$ cat src/sv/bfsf_pkg.sv
`default_nettype none

package bfsf_pkg;

    localparam int unsigned BYTE_W    = 8;
    localparam int unsigned EVENT_W   = 2;
    localparam int unsigned CFG_NUM   = 5;
    localparam int unsigned CFG_IDX_W = $clog2(CFG_NUM);

    typedef logic [CFG_IDX_W-1:0] t_cfg_idx;

    localparam t_cfg_idx CFG_SYNC_FIRST     = t_cfg_idx'(0);
    localparam t_cfg_idx CFG_SYNC_SECOND    = t_cfg_idx'(1);
    localparam t_cfg_idx CFG_CLASS_VALUE    = t_cfg_idx'(2);
    localparam t_cfg_idx CFG_MESSAGE_VALUE  = t_cfg_idx'(3);
    localparam t_cfg_idx CFG_PAYLOAD_LENGTH = t_cfg_idx'(4);

    localparam logic [BYTE_W-1:0] RST_SYNC_FIRST     = 8'd181;
    localparam logic [BYTE_W-1:0] RST_SYNC_SECOND    = 8'd98;
    localparam logic [BYTE_W-1:0] RST_CLASS_VALUE    = 8'd1;
    localparam logic [BYTE_W-1:0] RST_MESSAGE_VALUE  = 8'd5;
    localparam logic [BYTE_W-1:0] RST_PAYLOAD_LENGTH = 8'd26;

    typedef enum logic [2:0] {
        PH_HUNT    = 3'd0,
        PH_SYNC2   = 3'd1,
        PH_CLASS   = 3'd2,
        PH_ID      = 3'd3,
        PH_PAYLOAD = 3'd4,
        PH_CK_A    = 3'd5,
        PH_CK_B    = 3'd6
    } t_phase;

    typedef enum logic [EVENT_W-1:0] {
        EV_NONE    = 2'd0,
        EV_PAYLOAD = 2'd1,
        EV_GOOD    = 2'd2,
        EV_BAD     = 2'd3
    } t_event;

    typedef struct packed {
        logic [BYTE_W-1:0] sync_first;
        logic [BYTE_W-1:0] sync_second;
        logic [BYTE_W-1:0] class_value;
        logic [BYTE_W-1:0] message_value;
        logic [BYTE_W-1:0] payload_length;
    } t_cfg;

endpackage

`default_nettype wire

$ cat src/sv/bfsf_byte_if.sv
`default_nettype none

interface bfsf_byte_if import bfsf_pkg::*; ();

    logic              valid;
    logic              ready;
    logic [BYTE_W-1:0] rx_byte;

    modport source (output valid, output rx_byte, input ready);
    modport sink (input valid, input rx_byte, output ready);

endinterface

`default_nettype wire

$ cat src/sv/bfsf_evt_if.sv
`default_nettype none

interface bfsf_evt_if import bfsf_pkg::*; ();

    logic               valid;
    logic               ready;
    logic [EVENT_W-1:0] event_res;
    logic [BYTE_W-1:0]  payload_byte;
    logic [BYTE_W-1:0]  byte_index;

    modport source (
        output valid, output event_res, output payload_byte, output byte_index,
        input ready
    );
    modport sink (
        input valid, input event_res, input payload_byte, input byte_index,
        output ready
    );

endinterface

`default_nettype wire

$ cat src/sv/bfsf_cfg_regs.sv
`default_nettype none

module bfsf_cfg_regs import bfsf_pkg::*; (
    input  wire logic              i_clk,
    input  wire logic              i_rst_n,
    input  wire logic              i_cfg_we,
    input  wire t_cfg_idx          i_cfg_idx,
    input  wire logic [BYTE_W-1:0] i_cfg_data,
    output t_cfg                   o_cfg
);

    t_cfg r_cfg;

    always_ff @(posedge i_clk) begin
        if (!i_rst_n) begin
            r_cfg.sync_first     <= RST_SYNC_FIRST;
            r_cfg.sync_second    <= RST_SYNC_SECOND;
            r_cfg.class_value    <= RST_CLASS_VALUE;
            r_cfg.message_value  <= RST_MESSAGE_VALUE;
            r_cfg.payload_length <= RST_PAYLOAD_LENGTH;
        end else if (i_cfg_we) begin
            case (i_cfg_idx)
                CFG_SYNC_FIRST:     r_cfg.sync_first     <= i_cfg_data;
                CFG_SYNC_SECOND:    r_cfg.sync_second    <= i_cfg_data;
                CFG_CLASS_VALUE:    r_cfg.class_value    <= i_cfg_data;
                CFG_MESSAGE_VALUE:  r_cfg.message_value  <= i_cfg_data;
                CFG_PAYLOAD_LENGTH: r_cfg.payload_length <= i_cfg_data;
                default: begin
                end
            endcase
        end
    end

    assign o_cfg = r_cfg;

endmodule

`default_nettype wire

$ cat src/sv/bfsf_frame_fsm.sv
`default_nettype none

module bfsf_frame_fsm import bfsf_pkg::*; (
    input  wire logic   i_clk,
    input  wire logic   i_rst_n,
    input  wire t_cfg   i_cfg,
    bfsf_byte_if.sink   i_rx,
    bfsf_evt_if.source  o_evt
);

    logic              r_in_valid;
    logic [BYTE_W-1:0] r_in_byte;

    t_phase            r_phase, n_phase;
    logic [BYTE_W-1:0] r_sum_a, n_sum_a;
    logic [BYTE_W-1:0] r_sum_b, n_sum_b;
    logic [BYTE_W-1:0] r_count, n_count;

    logic              r_out_valid;
    t_event            r_out_event, n_out_event;
    logic [BYTE_W-1:0] r_out_byte, n_out_byte;
    logic [BYTE_W-1:0] r_out_index, n_out_index;

    logic              advance;
    logic              do_work;
    logic              rehunt;
    logic [BYTE_W-1:0] b;
    logic [BYTE_W-1:0] count_inc;
    logic [BYTE_W-1:0] id_sum_a;
    logic [BYTE_W-1:0] pl_sum_a;

    assign advance    = !r_out_valid || o_evt.ready;
    assign do_work    = r_in_valid && advance;
    assign i_rx.ready = !r_in_valid || advance;
    assign b          = r_in_byte;
    assign count_inc  = r_count + BYTE_W'(1);
    assign id_sum_a   = r_sum_a + b;
    assign pl_sum_a   = r_sum_a + b;

    always_ff @(posedge i_clk) begin
        if (!i_rst_n) begin
            r_in_valid <= 1'b0;
        end else if (i_rx.ready) begin
            r_in_valid <= i_rx.valid;
        end
    end

    always_ff @(posedge i_clk) begin
        if (i_rx.ready && i_rx.valid) begin
            r_in_byte <= i_rx.rx_byte;
        end
    end

    always_ff @(posedge i_clk) begin
        if (!i_rst_n) begin
            r_phase     <= PH_HUNT;
            r_sum_a     <= '0;
            r_sum_b     <= '0;
            r_count     <= '0;
            r_out_valid <= 1'b0;
        end else begin
            if (do_work) begin
                r_phase <= n_phase;
                r_sum_a <= n_sum_a;
                r_sum_b <= n_sum_b;
                r_count <= n_count;
            end
            if (advance) begin
                r_out_valid <= r_in_valid;
            end
        end
    end

    always_ff @(posedge i_clk) begin
        if (do_work) begin
            r_out_event <= n_out_event;
            r_out_byte  <= n_out_byte;
            r_out_index <= n_out_index;
        end
    end

    always_comb begin
        n_phase     = r_phase;
        n_sum_a     = r_sum_a;
        n_sum_b     = r_sum_b;
        n_count     = r_count;
        n_out_event = EV_NONE;
        n_out_byte  = '0;
        n_out_index = '0;
        rehunt      = 1'b0;
        case (r_phase)
            PH_SYNC2: begin
                if (b == i_cfg.sync_second) n_phase = PH_CLASS;
                else rehunt = 1'b1;
            end
            PH_CLASS: begin
                if (b == i_cfg.class_value) begin
                    n_phase = PH_ID;
                    n_sum_a = b;
                    n_sum_b = b;
                end else begin
                    rehunt = 1'b1;
                end
            end
            PH_ID: begin
                if (b == i_cfg.message_value) begin
                    n_phase = PH_PAYLOAD;
                    n_sum_a = id_sum_a;
                    n_sum_b = r_sum_b + id_sum_a;
                    n_count = '0;
                end else begin
                    rehunt = 1'b1;
                end
            end
            PH_PAYLOAD: begin
                n_out_event = EV_PAYLOAD;
                n_out_byte  = b;
                n_out_index = r_count;
                n_count     = count_inc;
                n_sum_a     = pl_sum_a;
                n_sum_b     = r_sum_b + pl_sum_a;
                if (count_inc == i_cfg.payload_length) n_phase = PH_CK_A;
            end
            PH_CK_A: begin
                if (b == r_sum_a) begin
                    n_phase = PH_CK_B;
                end else begin
                    n_phase     = PH_HUNT;
                    n_out_event = EV_BAD;
                end
            end
            PH_CK_B: begin
                n_phase     = PH_HUNT;
                n_out_event = (b == r_sum_b) ? EV_GOOD : EV_BAD;
            end
            default: begin
                rehunt = 1'b1;
            end
        endcase
        if (rehunt) begin
            n_phase = (b == i_cfg.sync_first) ? PH_SYNC2 : PH_HUNT;
        end
    end

    assign o_evt.valid        = r_out_valid;
    assign o_evt.event_res    = r_out_event;
    assign o_evt.payload_byte = r_out_byte;
    assign o_evt.byte_index   = r_out_index;

    a_quiet_fields: assert property (@(posedge i_clk) disable iff (!i_rst_n)
        (r_out_valid && r_out_event != EV_PAYLOAD)
            |-> (r_out_byte == '0 && r_out_index == '0))
        else $error("non-payload result carries payload fields");

    a_ck_a_entry: assert property (@(posedge i_clk) disable iff (!i_rst_n)
        (r_phase == PH_CK_A && $past(r_phase) != PH_CK_A)
            |-> ($past(r_phase) == PH_PAYLOAD))
        else $error("checksum phase entered from outside payload");

    a_in_hold: assert property (@(posedge i_clk) disable iff (!i_rst_n)
        (r_in_valid && !advance) |=> (r_in_valid && $stable(r_in_byte)))
        else $error("held input byte lost or overwritten");

    a_frame_end: assert property (@(posedge i_clk) disable iff (!i_rst_n)
        (do_work && r_phase == PH_CK_B)
            |=> (r_phase == PH_HUNT && r_out_valid
                 && (r_out_event == EV_GOOD || r_out_event == EV_BAD)))
        else $error("frame end not reported");

endmodule

`default_nettype wire

$ cat src/sv/binary_frame_sync_fletcher_check.sv
// Frame sync and Fletcher-8 check for a received byte stream.
// i_rx carries one received byte per transfer (valid/ready). o_evt returns
// exactly one result per byte: event_res (none, payload byte, frame good,
// checksum failure), with payload_byte and byte_index set for payload bytes
// and zero otherwise.
// The configuration port (i_cfg_we, i_cfg_idx, i_cfg_data) writes the two
// sync bytes, the class and id bytes and the payload length; write it only
// while no byte is in flight. Index values past the last register are ignored.
// Each byte goes through an input register and a result register; one byte
// is taken every cycle while the receiver does not stall. The step between
// them is the byte compares and a chain of two 8-bit adds for the sums.
// When the receiver stalls, the result register and then the input register
// hold; i_rx.ready drops only when both are full.
// Synchronous reset loads the register defaults, returns to hunting for the
// first sync byte, clears both sums and empties both registers.
`default_nettype none

module binary_frame_sync_fletcher_check import bfsf_pkg::*; (
    input  wire logic              i_clk,
    input  wire logic              i_rst_n,
    input  wire logic              i_cfg_we,
    input  wire t_cfg_idx          i_cfg_idx,
    input  wire logic [BYTE_W-1:0] i_cfg_data,
    bfsf_byte_if.sink              i_rx,
    bfsf_evt_if.source             o_evt
);

    t_cfg cfg;

    bfsf_cfg_regs u_cfg_regs (
        .i_clk      (i_clk),
        .i_rst_n    (i_rst_n),
        .i_cfg_we   (i_cfg_we),
        .i_cfg_idx  (i_cfg_idx),
        .i_cfg_data (i_cfg_data),
        .o_cfg      (cfg)
    );

    bfsf_frame_fsm u_frame_fsm (
        .i_clk   (i_clk),
        .i_rst_n (i_rst_n),
        .i_cfg   (cfg),
        .i_rx    (i_rx),
        .o_evt   (o_evt)
    );

endmodule

`default_nettype wire

$ cat src/flat_wrapper.sv
// flat-port wrapper written by rule: the top's interface ports become plain ports
module binary_frame_sync_fletcher_check_flat import bfsf_pkg::*;
  (i_clk, i_rst_n, i_cfg_we, i_cfg_idx, i_cfg_data, i_rx_valid, i_rx_rx_byte, i_rx_ready, o_evt_valid, o_evt_event_res, o_evt_payload_byte, o_evt_byte_index, o_evt_ready);
  bfsf_byte_if i_rx_i ();
  bfsf_evt_if o_evt_i ();
  input  wire logic i_clk;
  input  wire logic i_rst_n;
  input  wire logic i_cfg_we;
  input  wire t_cfg_idx i_cfg_idx;
  input  wire logic [BYTE_W-1:0] i_cfg_data;
  input wire logic [$bits(i_rx_i.valid)-1:0] i_rx_valid;
  input wire logic [$bits(i_rx_i.rx_byte)-1:0] i_rx_rx_byte;
  output wire logic [$bits(i_rx_i.ready)-1:0] i_rx_ready;
  output wire logic [$bits(o_evt_i.valid)-1:0] o_evt_valid;
  output wire logic [$bits(o_evt_i.event_res)-1:0] o_evt_event_res;
  output wire logic [$bits(o_evt_i.payload_byte)-1:0] o_evt_payload_byte;
  output wire logic [$bits(o_evt_i.byte_index)-1:0] o_evt_byte_index;
  input wire logic [$bits(o_evt_i.ready)-1:0] o_evt_ready;
  assign i_rx_i.valid = i_rx_valid;
  assign i_rx_i.rx_byte = i_rx_rx_byte;
  assign i_rx_ready = i_rx_i.ready;
  assign o_evt_valid = o_evt_i.valid;
  assign o_evt_event_res = o_evt_i.event_res;
  assign o_evt_payload_byte = o_evt_i.payload_byte;
  assign o_evt_byte_index = o_evt_i.byte_index;
  assign o_evt_i.ready = o_evt_ready;
  binary_frame_sync_fletcher_check u_core (.i_clk(i_clk), .i_rst_n(i_rst_n), .i_cfg_we(i_cfg_we), .i_cfg_idx(i_cfg_idx), .i_cfg_data(i_cfg_data), .i_rx(i_rx_i), .o_evt(o_evt_i));
endmodule
$ cat config.mk
export PLATFORM = sky130hd
export DESIGN_NAME = binary_frame_sync_fletcher_check_flat
export DESIGN_NICKNAME = d
export VERILOG_FILES = /design/src/sv/bfsf_pkg.sv /design/src/sv/bfsf_byte_if.sv /design/src/sv/bfsf_evt_if.sv /design/src/sv/bfsf_cfg_regs.sv /design/src/sv/bfsf_frame_fsm.sv /design/src/sv/binary_frame_sync_fletcher_check.sv /design/src/flat_wrapper.sv
export SDC_FILE = /design/constraint.sdc
export NUM_CORES = 1
export LEC_CHECK = 0
export ABC_AREA = 1
export CELL_PAD_IN_SITES_DETAIL_PLACEMENT = 1
export CELL_PAD_IN_SITES_GLOBAL_PLACEMENT = 1
export CORE_ASPECT_RATIO = 1.75
export CORE_UTILIZATION = 38
export DETAILED_ROUTE_END_ITERATION = 16
export DONT_BUFFER_PORTS = 1
export GPL_TIMING_DRIVEN = 0
export HOLD_SLACK_MARGIN = 0.15
export PLACE_DENSITY_LB_ADDON = 0.1
export SYNTH_ARGS = -nofsm -noshare
export SYNTH_HDL_FRONTEND = slang
export SYNTH_SLANG_ARGS = --single-unit
$ cat constraint.sdc
create_clock -name i_clk -period 3.2 [get_ports i_clk]
set_clock_uncertainty 0.2 [all_clocks]
set_input_delay 0.96 -clock i_clk [delete_from_list [all_inputs] [get_ports i_clk]]
set_output_delay 0.96 -clock i_clk [all_outputs]
set_load 0.05 [all_outputs]
==> results.md, run 1 <==
* Main area contributors after synthesis: dfxtp_1 27%, edfxtp_1 15%, nand2_1 11%
* Top-count cell post-synth: nand2_1
* Initial Utilization at 38.83%
* Latest clock arrival within the worst-skew pair at 0.35 ns
* Fill cells at 1681
* Nets@finish at 737
* CTS root buffer: clkbuf_16
* Die Ht at 156.3 microns
* First-pass GRT wire length at 25.27 mm
* Total GRT Usage at 24.03%
* Mapped Cells at 684
* Htree depth at 3
* DR pass1 iterations at 4
* DR iter-0 viols at 179
* Syn Nets at 726
* Pins Over Slew Limit at 0
* Yosys warnings at 0
* Die area at 14090 sq um
* Critical Path, Cell by Cell: ha_1, fa_1, nand4_1, o211ai_1, xor2_1, inv_1, ha_1, a21oi_1, o21ai_0, a21o_1, inv_1, nand3_1, nand3_1, a21oi_1
* Critical path type: reg -> reg
* Largest net degree at the start of global routing at 22
* RSZ-0062 raised after global routing: no
* Max Root-Sink Buffers at 2
* Crit path max-delay family: adder cells
* Final Hold Fails at 0
* Final Cycle Share at 94.04%
* Initial antenna violation count at 0
* I/O Buffers at 0
* Crit path largest cell delay at 0.50 ns
* Leakage at 2.435 nW
* Syn Std Cell Area at 5169 sq um
* Req. time, crit path at 3.24 ns
* CTS hold repair buffers at 0
* N_diodes at 0
* Vias in the first global route at 4790
* Cell taking the most area after synthesis: dfxtp_1
* TritonCTS buffer count at 9
* Sequential element share of the synthesized area at 41.83%
* Synth top area share at 26.72%
* Asr flop ratio synth at 0%
* Layout area overhead at 9.513%
* CTS sink cnt at 95
* Post_cts resized at 0
* End of the worst hold path: u_core.u_cfg_regs.o_cfg[5]
* DR vias at 4515
* Syn Area/Cell at 7.557 sq um
* Hold_sp: u_core.u_cfg_regs.o_cfg[5]
* Hold crit path type: reg -> reg
* R2R cell count at 14
* Prevailing post-synth register cell: dfxtp_1
* Residual DRC at 0
* Hold Path Cell Cnt at 2
* Util after Layout at 42.52%
* Max Cap Viol at 0
* Data arrival, critical path at 3.05 ns
* R2r setup slk at 0.19 ns
* Core area at 13310 sq um
* Critical R2R Launch: u_core.u_frame_fsm.b[0]
* CP Capture Type: register
* Endpoints failing setup at 0
* Top post-synthesis cells by count: 147 x nand2_1, 96 x nor2_1, 69 x dfxtp_1
* Reg area at 2162 sq um
* WP buf/inv at 2
* # rows at 56
* Reg2reg end: u_core.u_frame_fsm.r_sum_b[7]
* Grt ovf at 0
* Multi-input gate area at 2606 sq um
* Detail Placement HPWL at 12.83 mm
* Number of synthesized flops with an enable pin at 26
* Routed wire length at 16.35 mm
* Clock tree from TritonCTS: done
* # Post-CTS Setup Buffers at 0
* Ratio of cells with drive above 1 in the final layout at 8.857%
* Achievable clock frequency at 332.3 MHz
* Post-DRT Antenna Nets at 0
* Die width at 90.16 microns
* Tmin final at 3.009 ns
* Slew headroom at 36.81%
* Clock transition at path regs at 0.07 ns
* Critical path's slowest cell: fa_1
* Status: complete, no violations
* Worst setup SP type: register
* CP Max Fanout at 3
* Final GP Congestion at 0.8664
* Slew @ Worst Pin at 0.9392 ns
* Vias/cell at 5.166
* Max VDD drop at 218.3 uV
* Drt wl/cell at 18.70 microns
* TNS Setup at 0 ns
* Post-synth cell types at 35
* Synth Register Bits at 95
* I/O pins at 44
* PwrDens at 493.7 nW/um^2
-- layer usage --
layer,track usage (%),wire (microns)
met5,0,0
met4,16.82,1138
met3,2.672,274
met2,46.93,8965
met1,23.13,5968
-- placed cells by master, fill, tap and decap left out, drive strengths merged --
cell / netlist / routed
o21bai: 1 / 1
nor3: 5 / 5
nand2: 152 / 152
nand4: 9 / 9
o211ai: 5 / 5
nand3: 57 / 57
clkinv: 3 / 3
fa: 2 / 2
clkbuf: 8 / 19
nor4: 1 / 1
dfxtp: 69 / 69
buf: 14 / 14
nor2: 111 / 111
o31ai: 1 / 1
o22ai: 2 / 2
xnor2: 32 / 32
a21oi: 38 / 38
o21ai: 53 / 53
xor2: 7 / 7
clkinvlp: 0 / 2
a21o: 3 / 3
edfxtp: 26 / 26
inv: 69 / 72
ha: 16 / 16
-- kinds of logic (layout without fill, tap and decap cells) --
kind of cell	Yosys count	after routing	synth area share (%)
adders and majority gates	18	18	4.648
DFF	95	95	41.83
AOI/OAI and AO/OA	103	103	10.51
and+or+nand+nor	335	335	28.66
buffers and inverters	94	110	7.746
xor gates and xnor gates	39	39	6.609
-- final cells by class --
type	instances	share of cell area [%]
Tap cell	174	3.846
Clock buffer	11	4.111
Multi-Input combinational cell	495	46.04
Buffer	22	2.299
Clock inverter	5	0.7294
Inverter	72	4.775
Sequential cell	95	38.20
-- stage by stage --
stage	instance area, sq um	setup slack, ns	instances	hold WS [ns]	power (mW)
finish	5660	0.1906	874	0.2759	2.794
global route	5660	0.002509	874	0.2989	2.904
CTS	5660	0.1994	874	0.2785	2.825
detailed placement	5386	0.08681	858	0.2673	1.781
global placement	5386	0.1683	858	0.2544	1.765
floorplan	5169	0.5528	684	0.2437	1.669
-- report_power, final --
group	switching [mW]	internal, mW
combinational	0.262	0.133
sequential	0.0719	1.29
clock	0.504	0.538
total	0.838	1.96
-- sequential cells by signal (all words and copies together) (netlist names) --
| name | flops |
|---|---|
| u_core.u_frame_fsm.r_sum_a | 8 |
| u_core.u_frame_fsm.o_evt.valid | 1 |
| u_core.u_frame_fsm.o_evt.event_res | 2 |
| u_core.u_frame_fsm.b | 8 |
| u_core.u_frame_fsm.r_count | 8 |
| u_core.u_frame_fsm.o_evt.byte_index | 8 |
| u_core.u_frame_fsm.r_phase | 3 |
| u_core.u_frame_fsm.r_in_valid | 1 |
| u_core.u_cfg_regs.o_cfg | 40 |
| u_core.u_frame_fsm.o_evt.payload_byte | 8 |
| u_core.u_frame_fsm.r_sum_b | 8 |
-- tightest hold or removal path, cell delays in order (launching register included) --
cell	delay [ns]
dfxtp_1	0.31
inv_1	0.07
a21oi_1	0.05
-- worst max path at each step --
stage / cells past startpoint / startpoint / end
2_1_floorplan: 14 / u_core.u_frame_fsm.b[0] / u_core.u_frame_fsm.r_sum_b[7]
5_1_grt: 14 / u_core.u_frame_fsm.b[0] / u_core.u_frame_fsm.r_sum_b[7]
4_1_cts: 14 / u_core.u_frame_fsm.b[0] / u_core.u_frame_fsm.r_sum_b[7]
6_report: 14 / u_core.u_frame_fsm.b[0] / u_core.u_frame_fsm.r_sum_b[7]
3_5_place_dp: 10 / o_evt_ready / u_core.u_frame_fsm.r_sum_a[3]
3_3_place_gp: 10 / o_evt_ready / u_core.u_frame_fsm.r_sum_a[3]
Note: power is estimated with default switching activity, not from simulation.
==> run 2: changes to the inputs <==
--- a/config.mk
+++ b/config.mk
@@ -6,15 +6,12 @@
 export NUM_CORES = 1
 export LEC_CHECK = 0
 export ABC_AREA = 1
-export CELL_PAD_IN_SITES_DETAIL_PLACEMENT = 1
-export CELL_PAD_IN_SITES_GLOBAL_PLACEMENT = 1
 export CORE_ASPECT_RATIO = 1.75
 export CORE_UTILIZATION = 38
 export DETAILED_ROUTE_END_ITERATION = 16
 export DONT_BUFFER_PORTS = 1
 export GPL_TIMING_DRIVEN = 0
 export HOLD_SLACK_MARGIN = 0.15
-export PLACE_DENSITY_LB_ADDON = 0.1
 export SYNTH_ARGS = -nofsm -noshare
 export SYNTH_HDL_FRONTEND = slang
 export SYNTH_SLANG_ARGS = --single-unit
==> results.md, run 2 (synthesized netlist as in run 1, its figures left out) <==
* Status: complete, no violations (unchanged)
* WP buf/inv at 2 (unchanged)
* Final Cycle Share at 90.53% (was 94.04%)
* Pins Over Slew Limit at 0 (unchanged)
* Clock transition at path regs at 0.07 ns (about the same)
* Most common cell after layout, fill and taps aside: nand2_1 (unchanged)
* Crit path max-delay family: adder cells (unchanged)
* Initial Utilization at 38.83% (unchanged)
* CTS root buffer: clkbuf_16 (unchanged)
* DR vias at 4372 (was 4515)
* # Post-CTS Setup Buffers at 0 (unchanged)
* Final Hold Fails at 0 (unchanged)
* Tmin final at 2.897 ns (was 3.009 ns)
* Core area at 13310 sq um (unchanged)
* Layout area overhead at 9.755% (was 9.513%)
* Total GRT Usage at 19.38% (was 24.03%)
* Max FFs per register at 40 (unchanged)
* End of the worst hold path: u_core.u_cfg_regs.o_cfg[13] (was u_core.u_cfg_regs.o_cfg[5])
* Initial antenna violation count at 0 (unchanged)
* CTS hold repair buffers at 0 (unchanged)
* Crit path largest cell delay at 0.49 ns (was 0.50 ns)
* Drt wl/cell at 15.03 microns (was 18.70 microns)
* Htree depth at 3 (unchanged)
* Die area at 14090 sq um (unchanged)
* Max Root-Sink Buffers at 2 (unchanged)
* Worst setup SP type: register (unchanged)
* Slew headroom at 40.24% (was 36.81%)
* Grt ovf at 0 (unchanged)
* Reg2reg end: u_core.u_frame_fsm.r_sum_b[7] (unchanged)
* Hold_sp: u_core.u_cfg_regs.o_cfg[13] (was u_core.u_cfg_regs.o_cfg[5])
* Hold Path Cell Cnt at 2 (unchanged)
* CP Max Fanout at 3 (unchanged)
* Max Cap Viol at 0 (unchanged)
* Die Ht at 156.3 microns (unchanged)
* I/O pins at 44 (unchanged)
* Largest net degree at the start of global routing at 22 (unchanged)
* Routed wire length at 13.14 mm (was 16.35 mm)
* PwrDens at 491.3 nW/um^2 (was 493.7 nW/um^2)
* N_diodes at 0 (unchanged)
* DR iter-0 viols at 249 (was 179)
* TritonCTS buffer count at 9 (unchanged)
* Stages on worst setup path at 14 (unchanged)
* Vias/cell at 5.002 (was 5.166)
* Hold crit path type: reg -> reg (unchanged)
* Critical path's slowest cell: fa_1 (unchanged)
* Endpoints failing setup at 0 (unchanged)
* Die width at 90.16 microns (unchanged)
* Req. time, crit path at 3.24 ns (about the same)
* Ratio of cells with drive above 1 in the final layout at 9.143% (was 8.857%)
* Detail Placement HPWL at 10.14 mm (was 12.83 mm)
* Vias in the first global route at 4268 (was 4790)
* Slew @ Worst Pin at 0.8896 ns (was 0.9392 ns)
* TNS Setup at 0 ns (unchanged)
* Latest clock arrival within the worst-skew pair at 0.35 ns (about the same)
* Final GP Congestion at 0.8752 (was 0.8664)
* First-pass GRT wire length at 21.04 mm (was 25.27 mm)
* Post_cts resized at 0 (unchanged)
* Post-Place Cell Area at 5386 sq um (unchanged)
* Post-DRT Antenna Nets at 0 (unchanged)
* CTS sink cnt at 95 (unchanged)
* Residual DRC at 0 (unchanged)
* Clock tree from TritonCTS: done (unchanged)
* Final Cell Area at 5673 sq um (was 5660 sq um)
* Leakage at 2.447 nW (was 2.435 nW)
* I/O Buffers at 0 (unchanged)
* Max VDD drop at 227.2 uV (was 218.3 uV)
* Commonest cells after routing, fill and taps aside: 147 x nand2_1, 96 x nor2_1, 69 x dfxtp_1 (unchanged)
* R2r setup slk at 0.30 ns (was 0.19 ns)
* R2R cell count at 14 (unchanged)
* Critical Path, Cell by Cell: ha_1, fa_1, nand4_1, o211ai_1, xor2_1, inv_1, ha_1, a21oi_1, o21ai_0, a21o_1, inv_1, nand3_1, nand3_1, a21oi_1 (unchanged)
* Critical R2R Launch: u_core.u_frame_fsm.b[0] (unchanged)
* DR pass1 iterations at 5 (was 4)
* # rows at 56 (unchanged)
* CP Capture Type: register (unchanged)
* Data arrival, critical path at 2.94 ns (was 3.05 ns)
* Achievable clock frequency at 345.2 MHz (was 332.3 MHz)
* RSZ-0062 raised after global routing: no (unchanged)
* Critical path type: reg -> reg (unchanged)
* Nets@finish at 737 (unchanged)
run 2: worst max-delay path by stage:
stage	startpoint	end
after floorplan	u_core.u_frame_fsm.b[0]	u_core.u_frame_fsm.r_sum_b[7]
after global placement	u_core.u_frame_fsm.b[0]	u_core.u_frame_fsm.r_sum_b[7]
after detailed placement	u_core.u_frame_fsm.b[0]	u_core.u_frame_fsm.r_sum_b[7]
after CTS	u_core.u_frame_fsm.b[0]	u_core.u_frame_fsm.r_sum_b[7]
after global routing	u_core.u_frame_fsm.b[0]	u_core.u_frame_fsm.r_sum_b[7]
final	u_core.u_frame_fsm.b[0]	u_core.u_frame_fsm.r_sum_b[7]
run 2: layout make-up:
class	instances	area, sq um
Clock buffer	9	225.2
Sequential cell	95	2162
Clock inverter	7	61.31
Inverter	72	270.3
Buffer	22	130.1
Tap cell	174	217.7
Multi-Input combinational cell	495	2606
Fill cell	1344	7640
run 2: routing by layer:
layer	wire length, microns	track usage [%]	part of all wire [%]
met1	5053	19.36	38
met4	380	9.293	2.9
met3	521	3.887	4.0
met5	0	0	0
met2	7182	37.70	55
run 2: metrics by stage:
stage | std cells | total power, mW | hold slack (ns) | utilization [%] | setup slack (ns)
2_1_floorplan | 684 | 1.669 | 0.2437 | - | 0.5528
6_report | 874 | 2.787 | 0.2712 | 42.61 | 0.3030
4_1_cts | 874 | 2.817 | 0.2751 | 42.61 | 0.2843
3_5_place_dp | 858 | 1.760 | 0.2644 | 40.46 | 0.2979
5_1_grt | 874 | 2.907 | 0.3029 | 42.61 | 0.04912
3_3_place_gp | 858 | 1.749 | 0.2532 | 40.46 | 0.3219
run 2: worst reg2reg max path, cell delays in order, from the launching register on:
cell      delay (ns)
edfxtp_1        0.39
ha_1            0.24
fa_1            0.49
nand4_1         0.13
o211ai_1        0.10
xor2_1          0.15
inv_1           0.08
ha_1            0.32
a21oi_1         0.13
o21ai_0         0.09
a21o_1          0.18
inv_1           0.05
nand3_1         0.08
nand3_1         0.09
a21oi_1         0.06
run 2: power by group:
part | switching, mW | internal (mW)
clock network | 0.507 | 0.544
registers | 0.0698 | 1.29
logic | 0.248 | 0.133
total | 0.825 | 1.96
==> run 3: changes to the inputs <==
--- a/config.mk
+++ b/config.mk
@@ -12,6 +12,7 @@
 export DONT_BUFFER_PORTS = 1
 export GPL_TIMING_DRIVEN = 0
 export HOLD_SLACK_MARGIN = 0.15
+export PLACE_DENSITY = 0.49
 export SYNTH_ARGS = -nofsm -noshare
 export SYNTH_HDL_FRONTEND = slang
 export SYNTH_SLANG_ARGS = --single-unit
==> results.md, run 3 (synthesized netlist as in run 1, its figures left out) <==
* Place WS at 0.2590 ns (was 0.2979 ns)
* Clock power frac at 40.3% (was 37.7%)
* TritonCTS buffer count at 9 (unchanged)
* Status: complete, no violations (unchanged)
* I/O Buffers at 0 (unchanged)
* Die width at 90.16 microns (unchanged)
* Internal power at 2.121 mW (was 1.962 mW)
* Total GRT Usage at 21.14% (was 19.38%)
* Final Hold Fails at 0 (unchanged)
* Commonest cells after routing, fill and taps aside: 147 x nand2_1, 96 x nor2_1, 69 x dfxtp_1 (unchanged)
* Vias/cell at 5.047 (was 5.002)
* DR iter-0 viols at 233 (was 249)
* CP Capture Type: register (unchanged)
* DR pass1 iterations at 5 (unchanged)
* CP Max Fanout at 3 (unchanged)
* TNS Setup at 0 ns (unchanged)
* First-pass GRT wire length at 22.56 mm (was 21.04 mm)
* CTS sink cnt at 95 (unchanged)
* PwrDens at 509.7 nW/um^2 (was 491.3 nW/um^2)
* Routed wire length at 14.21 mm (was 13.14 mm)
* Largest net degree at the start of global routing at 22 (unchanged)
* I/O pins at 44 (unchanged)
* Final Cycle Share at 92.43% (was 90.53%)
* Core area at 13310 sq um (unchanged)
* Initial antenna violation count at 0 (unchanged)
* Slew @ Worst Pin at 0.8885 ns (was 0.8896 ns)
* Crit path largest cell delay at 0.51 ns (was 0.49 ns)
* Detail Placement HPWL at 11.11 mm (was 10.14 mm)
* Pins Over Slew Limit at 0 (unchanged)
* Grt ovf at 0 (unchanged)
* Crit path max-delay family: adder cells (unchanged)
* Critical path type: reg -> reg (unchanged)
* # rows at 56 (unchanged)
* Die area at 14090 sq um (unchanged)
* Layout area overhead at 10.46% (was 9.755%)
* Achievable clock frequency at 338.1 MHz (was 345.2 MHz)
* Most common cell after layout, fill and taps aside: nand2_1 (unchanged)
* Latest clock arrival within the worst-skew pair at 0.35 ns (about the same)
* Nets@finish at 737 (unchanged)
* Hold crit path type: reg -> reg (unchanged)
* RSZ-0062 raised after global routing: no (unchanged)
* Combinational share of power at 13.1% (was 13.7%)
* Tmin final at 2.958 ns (was 2.897 ns)
* DR vias at 4411 (was 4372)
* Max Cap Viol at 0 (unchanged)
* Ratio of cells with drive above 1 in the final layout at 8.857% (was 9.143%)
* Slew headroom at 40.31% (was 40.24%)
* # Post-CTS Setup Buffers at 0 (unchanged)
* Vias in the first global route at 4253 (was 4268)
* Req. time, crit path at 3.24 ns (about the same)
* Max FFs per register at 40 (unchanged)
* Worst setup SP type: register (unchanged)
* P_sw at 0.7891 mW (was 0.8248 mW)
* N_diodes at 0 (unchanged)
* Net Sw Frac at 27.11% (was 29.59%)
* Critical Path, Cell by Cell: ha_1, fa_1, nand4_1, o211ai_1, xor2_1, inv_1, ha_1, a21oi_1, o21ai_0, a21o_1, inv_1, nand3_1, nand3_1, a21oi_1 (unchanged)
* CTS root buffer: clkbuf_16 (unchanged)
* Critical path's slowest cell: fa_1 (unchanged)
* Post_cts resized at 0 (unchanged)
* Endpoints failing setup at 0 (unchanged)
* R2r setup slk at 0.24 ns (was 0.30 ns)
* Data arrival, critical path at 3.00 ns (was 2.94 ns)
* Htree depth at 3 (unchanged)
* Clock transition at path regs at 0.07 ns (about the same)
* Initial Utilization at 38.83% (unchanged)
* WP buf/inv at 2 (unchanged)
* Final WS setup at 0.2423 ns (was 0.3030 ns)
* Die Ht at 156.3 microns (unchanged)
* Clock tree from TritonCTS: done (unchanged)
* Leakage at 2.460 nW (was 2.447 nW)
* Final GP Congestion at 0.8513 (was 0.8752)
* Flop pwr share at 46.6% (was 48.6%)
* Post-DRT Antenna Nets at 0 (unchanged)
* CTS hold repair buffers at 0 (unchanged)
* Max Root-Sink Buffers at 2 (unchanged)
* Residual DRC at 0 (unchanged)
* Max VDD drop at 277.1 uV (was 227.2 uV)
* Drt wl/cell at 16.26 microns (was 15.03 microns)
## run 3: cell types whose count changed in the layout (fill, tap and decap cells not counted), sizes merged
cell / delta
bufinv: +2
clkinv: +1
inv: -4
clkbuf: +1
## run 3: worst reg2reg max path, stage by stage (launching register included)
cell      delay [ns]
edfxtp_1        0.40
ha_1            0.24
fa_1            0.51
nand4_1         0.13
o211ai_1        0.13
xor2_1          0.16
inv_1           0.08
ha_1            0.33
a21oi_1         0.13
o21ai_0         0.09
a21o_1          0.19
inv_1           0.05
nand3_1         0.07
nand3_1         0.08
a21oi_1         0.06
## run 3: final timing paths
| check | cells after the start | startpoint | endpoint |
|---|---|---|---|
| max reg2reg | 14 | u_core.u_frame_fsm.b[0] | u_core.u_frame_fsm.r_sum_b[7] |
| min | 2 | u_core.u_cfg_regs.o_cfg[2] | u_core.u_cfg_regs.o_cfg[2] |
| min reg2reg | 2 | u_core.u_cfg_regs.o_cfg[2] | u_core.u_cfg_regs.o_cfg[2] |
| max | 14 | u_core.u_frame_fsm.b[0] | u_core.u_frame_fsm.r_sum_b[7] |
## run 3: final cells by class
cell class	count	area, sq um
fill	1378	7604
tap	174	217.7
inverter	72	270.3
sequential	95	2162
clock inverter	6	83.83
buffer	22	130.1
multi-input combinational	495	2606
clock buffer	10	239.0
## run 3: power by group through the flow
stage	registers, mW	logic [mW]	clock network, mW
final	1.36	0.380	1.17
after CTS	1.36	0.383	1.20
after floorplan	1.37	0.295	0
after detailed placement	1.38	0.382	0
after global routing	1.36	0.429	1.24
after global placement	1.38	0.377	0
## run 3: metrics by stage
step / utilization, % / cells / cell area (sq um) / total power, mW / hold slack (ns)
finish: 42.89 / 874 / 5709 / 2.910 / 0.2723
global route: 42.89 / 874 / 5709 / 3.029 / 0.2823
CTS: 42.89 / 874 / 5709 / 2.938 / 0.2709
detailed placement: 40.46 / 858 / 5386 / 1.765 / 0.2610
global placement: 40.46 / 858 / 5386 / 1.758 / 0.2552
floorplan: - / 684 / 5169 / 1.669 / 0.2437
## run 3: per-layer routing
layer	up-vias	wire length [microns]	part of all wire, %	GRT usage [%]
met5	-	0	0	0
met4	0	431	3.0	9.524
met3	24	414	2.9	3.061
met2	93	7870	55	41.04
met1	2052	5497	39	22.18
li1	2242	-	-	-
